## src/design/sms_pkg.sv

```systemverilog
package sms_pkg;

	// input item kinds, carried on s_axis_tuser
	localparam logic [1:0] OP_TICK  = 2'd0;
	localparam logic [1:0] OP_START = 2'd1;
	localparam logic [1:0] OP_STOP  = 2'd2;

	// fixed field widths
	localparam int unsigned STEP_COUNT_W = 24;
	localparam int unsigned PERIOD_W     = 24;
	localparam int unsigned COIL_W       = 4;

	// full-step two-coil drive, bit0..bit3 = coils 1..4
	localparam logic [COIL_W-1:0] PHASE_COILS [4] = '{4'h5, 4'h6, 4'hA, 4'h9};

	typedef struct packed {
		logic              move_done;
		logic              running;
		logic [COIL_W-1:0] coil_pattern;
	} result_t;

endpackage

```

## src/design/stepper_move_sequencer_unit.sv

```systemverilog
// the result of an accepted input transaction is registered and shows on m_axis in the next cycle
// throughput: one transaction per cycle unless m_axis stalls; the whole state update for an item is one
//   registered step, and the result register frees itself as it is taken downstream
// reset (arst_n low, asynchronous): motor idle, coils released, phase 0, direction
//   clockwise, timer and step count zero, step period 1953, no result pending
module stepper_move_sequencer_unit #(
	parameter int COUNT_BITS = 24,
	parameter int TIMER_BITS = 24
) (
	input  logic                              clk,
	input  logic                              arst_n,
	// step period register write
	input  logic                              cfg_wr_en,
	input  logic [sms_pkg::PERIOD_W-1:0]      cfg_wr_data,
	// input items
	input  logic                              s_axis_tvalid,
	output logic                              s_axis_tready,
	input  logic [31:0]                       s_axis_tdata,  // [23:0] step_count, [24] clockwise
	input  logic [1:0]                        s_axis_tuser,  // [1:0] opcode
	// results
	output logic                              m_axis_tvalid,
	input  logic                              m_axis_tready,
	output logic [7:0]                        m_axis_tdata   // [3:0] coil_pattern, [4] running,
	                                                         // [5] move_done
);

	// working widths that cover both the 24-bit fields and the parameters
	localparam int CW = (COUNT_BITS > sms_pkg::STEP_COUNT_W) ? COUNT_BITS
	                                                          : sms_pkg::STEP_COUNT_W;
	localparam int TW = (TIMER_BITS > sms_pkg::PERIOD_W) ? TIMER_BITS : sms_pkg::PERIOD_W;

	localparam logic [COUNT_BITS-1:0] COUNT_MAX = {COUNT_BITS{1'b1}};
	localparam logic [TIMER_BITS-1:0] TIMER_MAX = {TIMER_BITS{1'b1}};
	localparam logic [sms_pkg::PERIOD_W-1:0] PERIOD_RESET = 24'd1953;

	// -------------------------------------------------------------------------
	// state
	// -------------------------------------------------------------------------
	logic [sms_pkg::PERIOD_W-1:0] step_period_q;
	logic                         active_q;
	logic [COUNT_BITS-1:0]        steps_left_q;
	logic                         forward_q;
	logic [1:0]                   phase_q;
	logic [TIMER_BITS-1:0]        timer_q;
	logic [sms_pkg::COIL_W-1:0]   coil_q;

	// result register
	logic                         m_valid_q;
	sms_pkg::result_t             m_data_q;

	// -------------------------------------------------------------------------
	// input field unpacking
	// -------------------------------------------------------------------------
	logic [1:0]                       opcode;
	logic [sms_pkg::STEP_COUNT_W-1:0] step_count;
	logic                             clockwise;
	logic                             in_xfer;

	assign opcode     = s_axis_tuser;
	assign step_count = s_axis_tdata[sms_pkg::STEP_COUNT_W-1:0];
	assign clockwise  = s_axis_tdata[sms_pkg::STEP_COUNT_W];

	// take a new item whenever the result register is empty or being drained
	assign s_axis_tready = !m_valid_q || m_axis_tready;
	assign in_xfer       = s_axis_tvalid && s_axis_tready;

	// -------------------------------------------------------------------------
	// start: magnitude of the signed count, saturated to the counter width
	// -------------------------------------------------------------------------
	logic [sms_pkg::STEP_COUNT_W-1:0] mag;
	logic [CW-1:0]                    mag_ext;
	logic [COUNT_BITS-1:0]            start_count;

	always_comb begin
		mag     = step_count[sms_pkg::STEP_COUNT_W-1] ? (~step_count + 1'b1) : step_count;
		mag_ext = CW'(mag);
		if (mag_ext > CW'(COUNT_MAX)) begin
			start_count = COUNT_MAX;
		end else begin
			start_count = mag_ext[COUNT_BITS-1:0];
		end
	end

	// -------------------------------------------------------------------------
	// tick: saturating timer, compare against period (zero acts as one)
	// -------------------------------------------------------------------------
	logic [TIMER_BITS-1:0]        timer_inc;
	logic [TW-1:0]                period_ext;
	logic [TW-1:0]                timer_ext;
	logic                         step_due;
	logic [TIMER_BITS-1:0]        timer_after_step;
	logic [1:0]                   phase_step;
	logic [COUNT_BITS-1:0]        steps_dec;

	always_comb begin
		timer_inc  = (timer_q == TIMER_MAX) ? timer_q : timer_q + 1'b1;
		period_ext = (step_period_q == '0) ? TW'(1) : TW'(step_period_q);
		timer_ext  = TW'(timer_inc);
		step_due   = timer_ext >= period_ext;
		// when a step is due the difference never exceeds timer_inc, so it fits the timer width
		timer_after_step = TIMER_BITS'(timer_ext - period_ext);
		phase_step = forward_q ? phase_q + 2'd1 : phase_q - 2'd1;
		steps_dec  = (steps_left_q != '0) ? steps_left_q - 1'b1 : steps_left_q;
	end

	// -------------------------------------------------------------------------
	// next state and result for the item at the input
	// -------------------------------------------------------------------------
	logic                         active_d;
	logic [COUNT_BITS-1:0]        steps_left_d;
	logic                         forward_d;
	logic [1:0]                   phase_d;
	logic [TIMER_BITS-1:0]        timer_d;
	logic [sms_pkg::COIL_W-1:0]   coil_d;
	logic                         done_d;

	always_comb begin
		active_d     = active_q;
		steps_left_d = steps_left_q;
		forward_d    = forward_q;
		phase_d      = phase_q;
		timer_d      = timer_q;
		coil_d       = coil_q;
		done_d       = 1'b0;
		case (opcode)
			sms_pkg::OP_TICK: begin
				// idle ticks leave the timer alone
				if (active_q) begin
					timer_d = timer_inc;
					if (step_due) begin
						timer_d      = timer_after_step;
						phase_d      = phase_step;
						coil_d       = sms_pkg::PHASE_COILS[phase_step];
						steps_left_d = steps_dec;
						if (steps_dec == '0) begin
							// final step taken: release coils
							active_d = 1'b0;
							coil_d   = '0;
							done_d   = 1'b1;
						end
					end
				end
			end
			sms_pkg::OP_START: begin
				// replaces any move in progress; phase and coils carry over
				steps_left_d = start_count;
				forward_d    = clockwise;
				timer_d      = '0;
				active_d     = (start_count != '0);
			end
			sms_pkg::OP_STOP: begin
				// phase and timer are kept
				active_d     = 1'b0;
				steps_left_d = '0;
				coil_d       = '0;
			end
			default: begin
				// unused code: state unchanged, result reports it
			end
		endcase
	end

	// -------------------------------------------------------------------------
	// registers
	// -------------------------------------------------------------------------
	always_ff @(posedge clk or negedge arst_n) begin
		if (!arst_n) begin
			step_period_q <= PERIOD_RESET;
		end else if (cfg_wr_en) begin
			step_period_q <= cfg_wr_data;
		end
	end

	always_ff @(posedge clk or negedge arst_n) begin
		if (!arst_n) begin
			active_q     <= 1'b0;
			steps_left_q <= '0;
			forward_q    <= 1'b1;
			phase_q      <= 2'd0;
			timer_q      <= '0;
			coil_q       <= '0;
		end else if (in_xfer) begin
			active_q     <= active_d;
			steps_left_q <= steps_left_d;
			forward_q    <= forward_d;
			phase_q      <= phase_d;
			timer_q      <= timer_d;
			coil_q       <= coil_d;
		end
	end

	always_ff @(posedge clk or negedge arst_n) begin
		if (!arst_n) begin
			m_valid_q <= 1'b0;
		end else if (s_axis_tready) begin
			m_valid_q <= s_axis_tvalid;
		end
	end

	// payload only moves with a transaction, so a stalled result holds
	always_ff @(posedge clk) begin
		if (in_xfer) begin
			m_data_q.coil_pattern <= coil_d;
			m_data_q.running      <= active_d;
			m_data_q.move_done    <= done_d;
		end
	end

	assign m_axis_tvalid = m_valid_q;
	assign m_axis_tdata  = {2'b00, m_data_q};

	// -------------------------------------------------------------------------
	// assertions
	// -------------------------------------------------------------------------
	a_done_releases: assert property (@(posedge clk) disable iff (!arst_n)
		(m_valid_q && m_data_q.move_done) |-> (!m_data_q.running && m_data_q.coil_pattern == '0))
		else $error("move_done reported with motor still driven");

	a_running_has_steps: assert property (@(posedge clk) disable iff (!arst_n)
		active_q |-> (steps_left_q != '0))
		else $error("running with no steps left");

	a_accept_gives_result: assert property (@(posedge clk) disable iff (!arst_n)
		in_xfer |=> m_valid_q)
		else $error("accepted transaction produced no result");

	a_idle_timer_holds: assert property (@(posedge clk) disable iff (!arst_n)
		(in_xfer && !active_q && opcode == sms_pkg::OP_TICK) |=> $stable(timer_q))
		else $error("timer moved on an idle tick");

endmodule

```

## config.mk

```make
export PLATFORM = sky130hd
export DESIGN_NAME = stepper_move_sequencer_unit
export DESIGN_NICKNAME = d
export VERILOG_FILES = /design/src/design/sms_pkg.sv /design/src/design/stepper_move_sequencer_unit.sv
export SDC_FILE = /design/constraint.sdc
export NUM_CORES = 1
export LEC_CHECK = 0
export BUFFER_PORTS_ARGS = -buffer_cell sky130_fd_sc_hd__buf_2
export CORE_ASPECT_RATIO = 2
export CORE_MARGIN = 2
export CORE_UTILIZATION = 55
export DETAILED_ROUTE_END_ITERATION = 16
export PLACE_DENSITY_LB_ADDON = 0.25
export SLEW_MARGIN = 10
export SYNTH_ARGS = -nofsm -noshare
export SYNTH_HDL_FRONTEND = slang
export SYNTH_SLANG_ARGS = --single-unit
```

## constraint.sdc

```tcl
create_clock -name clk -period 6.3 [get_ports clk]
set_clock_uncertainty 0.15 [all_clocks]
set_input_delay 0.315 -clock clk [delete_from_list [all_inputs] [get_ports clk]]
set_output_delay 0.315 -clock clk [all_outputs]
set_load 0.01 [all_outputs]
```

Yosys cells after proc, flatten, opt, wreduce, memory -nomap -nowiden
Cells that the tools add are included.

storage, ports and cells
  register bits after elaboration = 87
  input bits = 63
  output and inout port bits = 10

operators by class
  $add $sub $neg = 6
  mux-type cells = 24
  equality and inequality tests = 5
  magnitude comparators = 3
  reductions and logical operators = 15
  bitwise operators = 2

operators by type and width
  operator               number
  $mux 24                9
  $pmux 24 s3            1
  $add 24x1->24 const B  2
  $logic_not 24->1       2
  $pmux 24 s2            1
  $reduce_bool 24->1     2
  $eq 24x24->1 const B   1
  $ge 24x24->1           1
  $gt 24x24->1 const B   1
  $not 24->24            1
  $sub 24x1->24 const B  1
  $sub 24x24->24         1
  $mux 4                 5
  $bmux 4 s2             1
  $pmux 4 s2             1
  $reduce_and 4->1       2
  $reduce_and 3->1       2
  $mux 1                 4
  $ne 2x2->1 const B     2
  $ge 3x3->1 const B     1
  $not 2->3              1
  $pmux 1 s3             1
  $reduce_bool 3->1      1
  $add 2x1->2 const B    1
  10 further kinds       10

Longest topological paths before layout
Gate-level depths: netlist of the first run.

  depth after elaboration = 10
  depth in mapped cells = 18

Worst setup path before layout of the first run
OpenSTA, ideal clock, no wires.

  path type = flip-flop to flip-flop
  start point = register timer_q[17]
  end point = register timer_q[1]
  path buffers = 2
  library setup time = 0.122 ns
  cell stages (with the launch flop) = 15
  arrival time = 4.139 ns
  clock period less this slack = 4.410 ns
  slack = 1.890 ns
  cell sequence = dfrtp_1 -> nand4_1 -> or3_1 -> or3_1 -> mux2i_1 -> fa_1 -> nand2b_1 -> a21oi_1 -> o211ai_1 -> a31o_2 -> o21ai_1 -> clkbuf_1 -> buf_1 -> nand2_1 -> a32o_1

on the way
  word-level cells in the longest chain between the ends = 6
  elaborated cells between the ends (all ways) = 8

ends and longest elaborated chain
  item                                            line                                                                   RTL
  from (decl)                                     stepper_move_sequencer_unit.sv:44                                      logic [TIMER_BITS-1:0] timer_q;
  from (signal assigned)                          stepper_move_sequencer_unit.sv:187                                     timer_q <= timer_d;
  $add 24x1->24 or $eq 24x24->1 (tied branches)   stepper_move_sequencer_unit.sv:96                                      timer_inc = (timer_q == TIMER_MAX) ? timer_q : timer_q + 1'b1;
  $mux 24 (*)                                     stepper_move_sequencer_unit.sv:96
  $ge 24x24->1 or $sub 24x24->24 (tied branches)  stepper_move_sequencer_unit.sv:99, stepper_move_sequencer_unit.sv:101
  $mux 24 (*)                                     stepper_move_sequencer_unit.sv:130                                     if (step_due) begin
  $mux 24 (*)                                     stepper_move_sequencer_unit.sv:128                                     if (active_q) begin
  $pmux 24 s2 (*)                                 stepper_move_sequencer_unit.sv:125                                     case (opcode)

Every way passes the cells marked *; elsewhere a longest branch is shown, timed or not. The select of a mux whose other input is x is not followed.
A chain may end at the register's enable or synchronous reset.

Worst setup path in the final report of the first run
  start point = register timer_q[17]
  end point = register timer_q[20]

on the way
  word-level cells in the longest chain between the ends = 6
  elaborated cells between the ends (all ways) = 8

ends and longest elaborated chain
  item                                            line
  $add 24x1->24 or $eq 24x24->1 (tied branches)   stepper_move_sequencer_unit.sv:96
  $mux 24 (*)                                     stepper_move_sequencer_unit.sv:96
  $sub 24x24->24 or $ge 24x24->1 (tied branches)  stepper_move_sequencer_unit.sv:101, stepper_move_sequencer_unit.sv:99
  $mux 24 (*)                                     stepper_move_sequencer_unit.sv:130
  $mux 24 (*)                                     stepper_move_sequencer_unit.sv:128
  $pmux 24 s2 (*)                                 stepper_move_sequencer_unit.sv:125

Marked as above.

==> metrics.yaml, run 1 <==
sta:
  tightest_slew_ns: 1.019
  finalSetupTns_ns: 0
  worst_slack_ns: 1.005
  fmax_mhz: 188.9
  fin_crit_sh: 0.8405
  hold_viol: 0
  grt_setup_unrepaired: "no"
  setup_viol: 0
  maxSlewHeadroom: 0.3141
  period_needed_ns: 5.295
  drv_slew: 0
drt:
  drc_errors: 0
  wl_um: 19650
  first_iter_violations: 545
  num_vias: 7215
  dr.pass1.iters: 6
  final_antenna_net_count: 0
  viasPerCell: 6.413
  post_drt_wl_per_cell_um: 17.46
cells_and_area:
  layout.cells.non_filler: 1125
  mostFrequentLayoutCells: "97 x nand2_1, 77 x o21ai_0, 74 x dfrtp_1"
  fill_cells: 1242
  antenna_cells: 0
  drive_gt1_frac: 0.1206
  fin_nets: 1061
  final_common_cell: "nand2_1"
  synthToLayoutAreaGrowth_pct: 8.978
critical_path:
  worstPathRequired_ns: 6.43
  r2r_slack_ns: 1.00
  worstPathArrival_ns: 5.43
  r2r-start: "timer_q[17]"
  path_max_fanout: 13
  crit_type: "reg2reg"
  r2r_cells: 16
  critPathLaunch: "timer_q[17]"
  cp-endpoint: "timer_q[20]"
  end_kind: "register"
  regToRegEndpoint: "timer_q[20]"
  start_kind: "register"
run_status:
  outcome: "completed"
clocking:
  cts-htree-levels: 3
  post_cts_buffers: 0
  cts_num_sinks: 87
  clockBufferDepth: 2
  cts_root_buffer: "clkbuf_16"
  ctsResizeCount: 0
  tritoncts: "done"
  clock_latency_ns: 0.35
  path_clk_slew_ns: 0.06
  cts_made_buffers: 9
placed_design:
  dp.cells: 1108
  dp_hpwl_um: 14860
  dpl_worst_slack_ns: 1.151
  numPortBuffers: 63
  gp_congestion: 0.9300
synth:
  ys.warnings.count: 0
  ys_seq_area_frac: 0.2983
  synth_cell_types: 77
  synth_area_sq_um: 7428
  ys.flop_type: "dfrtp_1"
  synth-edff-count: 6
  syn_avg_cell_area_sq_um: 7.970
  synthArstFlopShare: 0.9310
  synthesis.instances: 932
  synth_seq_cells: 87
global_route:
  grtUsageMet3: 0.03725
  grt_overflow: 0
  antenna_found_initial: 0
  grt_busiest_layer: "met2"
  track_usage: 0.2742
  grt_pass1_wl_um: 32460
  grt_pass1_vias: 6690
  grt_max_degree: 63
  use_met1: 0.3858
  met2_usage: 0.4314
die:
  core-area_sq_um: 13290
  rows: 60
  die_y_um: 168.4
  start_util: 0.5590
  pin_count: 73
  die_x_um: 86.18
  design.die.area_sq_um: 14510
power:
  leakage_nw: 3.337
  power_density_nw_per_um2: 202.0
  peakVddDrop_uv: 190.3
run:
  cap_violations: 0
hold_path:
  min_path_type: "in2reg"
-- power by group --
part	total, mW	switching, mW	internal (mW)
Combinational	0.436	0.258	0.177
Clock	0.526	0.227	0.299
Sequential	0.673	0.0591	0.614
-- cells by family (layout without fill, tap and decap cells) --
group / after synthesis / count (layout) / synth area share
and+or+nand+nor: 346 / 346 / 0.2356
AOI/OAI and AO/OA: 275 / 275 / 0.2473
buffers and inverters: 103 / 140 / 0.05558
DFF: 87 / 87 / 0.2983
xor gates and xnor gates: 70 / 70 / 0.08253
adders and majority gates: 33 / 33 / 0.05659
muxes: 17 / 17 / 0.02358
other: 1 / 2 / 0.0005048
-- critical path, cell delays in order (launching register included) --
cell	delay [ns]
dfrtp_1	0.44
nand4_1	0.20
or3_1	0.46
o311a_1	0.48
nand2_1	0.27
nor3_1	0.10
xor2_1	0.24
ha_1	0.34
a21oi_1	0.32
o21ai_0	0.18
a221o_1	0.36
a21oi_1	0.22
o21ai_2	0.15
buf_4	0.20
nor2_1	0.74
and3_1	0.26
a221o_1	0.11
-- synth_stat cells (all sizes together), types with 7 or more instances --
cell / instances / share of area
nand2: 97 / 0.049
o21ai: 80 / 0.054
dfrtp: 74 / 0.25
nor2: 59 / 0.030
inv: 50 / 0.025
a21oi: 49 / 0.033
xnor2: 44 / 0.052
clkbuf: 43 / 0.022
nor3: 37 / 0.025
ha: 32 / 0.054
nand3: 30 / 0.020
xor2: 26 / 0.031
nand4: 22 / 0.019
nor4: 20 / 0.017
o31ai: 20 / 0.020
and3: 16 / 0.013
or3: 14 / 0.012
mux2i: 13 / 0.018
a31oi: 12 / 0.010
or4: 11 / 0.013
o21a: 10 / 0.010
a21o: 9 / 0.0093
a22oi: 9 / 0.0091
buf: 9 / 0.0081
a221o: 8 / 0.011
and2: 8 / 0.0067
nor2b: 8 / 0.0067
o22ai: 8 / 0.0067
dfstp: 7 / 0.025
o211ai: 7 / 0.0071
-- state kept, by name, summed over array words and instances, names as in the netlist --
register and cells:
active_q 1, timer_q 24, m_axis_tvalid 1, phase_q 2, steps_left_q 24, forward_q 1
step_period_q 24, coil_q 4, m_axis_tdata 6
-- routing by layer --
layer  vias to the layer above  part of all wire
met3                        36             0.044
met2                       230              0.48
met5                         -                 0
met1                      3432              0.45
met4                         0             0.027
li1                       3517                 -
-- cell type report --
cell class                 instances  area, sq um  area share
inverter                          51        191.4     0.02365
multi-input combinational        743         4811      0.5943
sequential                        87         2216      0.2737
tap                              155        193.9     0.02396
timing repair buffer              73        395.4     0.04884
clock buffer                      13        270.3     0.03338
clock inverter                     3        17.52    0.002164
-- per-stage QoR --
| step | hold WS, ns | cell area, sq um | power [mW] | utilization |
|---|---|---|---|---|
| detailed placement | 0.06479 | 7797 | 1.113 | 0.5868 |
| global route | 0.03732 | 8095 | 1.729 | 0.6092 |
| CTS | 0.01365 | 8095 | 1.640 | 0.6092 |
| global placement | 0.06241 | 7797 | 1.099 | 0.5868 |
| finish | 0.02263 | 8095 | 1.635 | 0.6092 |
| floorplan | -0.1306 | 7432 | 0.9876 | - |
-- how the worst min path moves through the flow --
| stage | depth (start not counted) | startpoint | to | slack [ns] |
|---|---|---|---|---|
| after detailed placement | 1 | arst_n | steps_left_q[19] | 0.06 |
| after floorplan | 0 | arst_n | active_q | -0.13 |
| after CTS | 3 | cfg_wr_data[13] | step_period_q[13] | 0.01 |
| after global placement | 1 | arst_n | steps_left_q[17] | 0.06 |
| final | 3 | cfg_wr_data[13] | step_period_q[13] | 0.02 |
| after global routing | 3 | cfg_wr_data[15] | step_period_q[15] | 0.04 |
-- repair_timing --
action,4_1_cts,5_1_grt
setup endpoints to repair,0,0
endpoints found under the hold margin,19,0
hold buffers,1,0
Note: power is estimated with default switching activity, not from simulation.
==> run 2: changes to the inputs <==
--- a/config.mk
+++ b/config.mk
@@ -5,6 +5,7 @@
 export SDC_FILE = /design/constraint.sdc
 export NUM_CORES = 1
 export LEC_CHECK = 0
+export ABC_AREA = 1
 export BUFFER_PORTS_ARGS = -buffer_cell sky130_fd_sc_hd__buf_2
 export CORE_ASPECT_RATIO = 2
 export CORE_MARGIN = 2
==> constraint.sdc (replaced) <==
create_clock -name clk -period 4.5 [get_ports clk]
set_clock_uncertainty 0.15 [all_clocks]
set_input_delay 0.225 -clock clk [delete_from_list [all_inputs] [get_ports clk]]
set_output_delay 0.225 -clock clk [all_outputs]
set_load 0.01 [all_outputs]
==> metrics.yaml, run 2 <==
sta:
  hold_viol: 0  # unchanged
  tightest_slew_ns: 0.7878  # -0.2317 ns
  fin_crit_sh: 0.9206  # +0.08007
  hold-worst-slack_ns: 0.004069  # -0.01856 ns
  finalSetupTns_ns: 0  # unchanged
  setup_viol: 0  # unchanged
  worst_slack_ns: 0.3575  # -0.6474 ns
  grt_setup_unrepaired: "no"
  drv_slew: 0  # unchanged
  maxSlewHeadroom: 0.4708  # +0.1567
  fmax_mhz: 241.4  # +28%
  period_needed_ns: 4.143  # -1.153 ns
die:
  die_y_um: 171.7  # +2.0%
  pin_count: 73  # unchanged
  start_util: 0.5599  # +0.0008735
  rows: 61  # +1.7%
  design.die.area_sq_um: 15090  # +4.0%
  die_x_um: 87.86  # +1.9%
  core-area_sq_um: 13810  # +4.0%
synth:
  ys.flop_type: "dfrtp_1"
  ys.warnings.count: 0  # unchanged
  yosysMostFrequentCell: "nand2_1"
  synthArstFlopShare: 0.9310  # unchanged
  ys_seq_area_frac: 0.2865  # -0.01182
  synth-edff-count: 6  # unchanged
  synth_area_leader_cell: "dfrtp_1"
  synthesis.instances: 1206  # +29%
  synth_cell_types: 49  # -36%
  synth_area_leaders: "dfrtp_1 24%, nand2_1 18%, inv_1 7.4%, nor2_1 5.4%, o21ai_0 5.4%"
  synth_area_sq_um: 7735  # +4.1%
  syn_avg_cell_area_sq_um: 6.414  # -20%
  yosysTopAreaCellShare: 0.2394  # -0.009879
  synth_seq_cells: 87  # unchanged
  synth_commonest_cells: "379 x nand2_1, 152 x inv_1, 112 x nor2_1"
critical_path:
  regToRegEndpoint: "steps_left_q[1]"
  path_max_fanout: 14  # +1
  worstPathRequired_ns: 4.61  # -1.82 ns
  r2r_cells: 23  # +7
  crit_type: "reg2reg"
  start_kind: "register"
  r2r-start: "timer_q[0]"
  r2r_slack_ns: 0.36  # -0.65 ns
  end_kind: "register"
  worstPathArrival_ns: 4.26  # -1.17 ns
global_route:
  track_usage: 0.3354  # +0.06126
  grt_pass1_wl_um: 38660  # +19%
  grt_pass1_vias: 8069  # +21%
  grt_overflow: 0  # unchanged
  grt_max_degree: 49  # -22%
  antenna_found_initial: 0  # unchanged
run:
  cap_violations: 0  # unchanged
drt:
  first_iter_violations: 590  # +8.3%
  num_vias: 8199  # +14%
  dr.pass1.iters: 7  # +1
  viasPerCell: 5.510  # -14%
  post_drt_wl_per_cell_um: 16.66  # -4.6%
  final_antenna_net_count: 0  # unchanged
  wl_um: 24790  # +26%
  drc_errors: 0  # unchanged
hold_path:
  worstHoldStart: "m_axis_tready"
  min_to: "m_axis_tvalid"
  hold_depth: 4  # +1
  min_path_type: "in2reg"
cells_and_area:
  final_common_cell: "nand2_1"
  ff_latch_area_sq_um: 2216  # unchanged
  multi_input_area_sq_um: 4812  # about the same
  drive_gt1_frac: 0.1162  # -0.004375
  fin_nets: 1390  # +31%
  mostFrequentLayoutCells: "379 x nand2_1, 152 x inv_1, 111 x nor2_1"
  final_area_sq_um: 8845  # +9.3%
  antenna_cells: 0  # unchanged
  synthToLayoutAreaGrowth_pct: 14.35
  reg.largest.list: "step_period_q x24, steps_left_q x24, timer_q x24"
  fill_cells: 1329  # +7.0%
clocking:
  path_clk_slew_ns: 0.07  # about the same
  clockBufferDepth: 2  # unchanged
  clock_latency_ns: 0.35  # about the same
  cts_num_sinks: 87  # unchanged
  tritoncts: "done"
  cts_root_buffer: "clkbuf_16"
  cts-htree-levels: 3  # unchanged
  cts_made_buffers: 9  # unchanged
run_status:
  outcome: "completed"
placed_design:
  dpl_cell_area_sq_um: 8290  # +6.3%
  gp_congestion: 0.9866  # +6.1%
  dp_hpwl_um: 19480  # +31%
  dpl_worst_slack_ns: 0.2692  # -0.8813 ns
  numPortBuffers: 63  # unchanged
power:
  power_mw: 3.881  # +140%
  peakVddDrop_uv: 343.5  # +81%
  power_density_nw_per_um2: 438.7  # +120%
  leakage_nw: 4.612  # +38%
run 2: how the worst max path moves through the flow:
stage	from	cells past startpoint	end
CTS	timer_q[0]	22	steps_left_q[1]
finish	timer_q[0]	23	steps_left_q[1]
global route	timer_q[0]	24	steps_left_q[9]
global placement	timer_q[0]	21	steps_left_q[22]
detailed placement	timer_q[0]	22	steps_left_q[1]
floorplan	timer_q[0]	22	m_axis_tdata[0]
run 2: logic make-up after synthesis:
kind of cell	share of synthesized area
AOI/OAI and AO/OA	0.1339
xor gates and xnor gates	0.05435
adders and majority gates	0.05435
buffers and inverters	0.09414
DFF	0.2865
other	0.0004848
and+or+nand+nor	0.3763
run 2: per-stage QoR:
stage | cells | util
2_1_floorplan | 1207 | -
6_report | 1488 | 0.6403
3_3_place_gp | 1446 | 0.6001
4_1_cts | 1488 | 0.6390
3_5_place_dp | 1446 | 0.6001
5_1_grt | 1488 | 0.6403
run 2: area by class of cell:
cell class | count | share of cell area
clock buffers | 10 | 0.02589
clock inverters | 6 | 0.005376
inverters | 156 | 0.06620
multi-input cells | 934 | 0.5441
flip-flops and latches | 87 | 0.2505
well taps | 189 | 0.02674
repair buffers | 106 | 0.08120
run 2: repair_timing:
action,CTS,global route
hold endpoints to repair,53,0
gates resized for setup,0,5
setup endpoints to repair,0,22
hold buffers,26,0
setup buffers,0,0
run 2: worst max-delay path: stages, from the launching register on:
cell and delay [ns]:
dfrtp_1 0.40, ha_1 0.24, nand2_1 0.09, nor2_1 0.18, nand4_1 0.13, nor2_1 0.20
inv_1 0.25, o21ai_0 0.23, buf_4 0.16, inv_1 0.06, ha_1 0.28, nand2_1 0.07
nor3_1 0.17, nand3_1 0.12, nand2_1 0.17, nand4_1 0.12, nand2_2 0.21, inv_2 0.05
nand2_1 0.07, nand2_2 0.09, inv_2 0.18, buf_4 0.23, nor2_1 0.05, a31oi_1 0.16
run 2: layer usage:
layer	GRT usage	share of wire	up-vias	routed length, um
met5	0	0	-	0
met4	0.2776	0.097	0	2395
met3	0.04223	0.037	123	907
met2	0.6176	0.53	263	13210
met1	0.3151	0.33	3727	8279
li1	-	-	4086	-
run 2: power by group:
| part | internal, mW | switching [mW] | leakage, nW | total, mW |
|---|---|---|---|---|
| registers | 0.950 | 0.178 | 1.10 | 1.13 |
| logic | 0.687 | 1.35 | 3.39 | 2.04 |
| clock network | 0.377 | 0.339 | 0.121 | 0.716 |
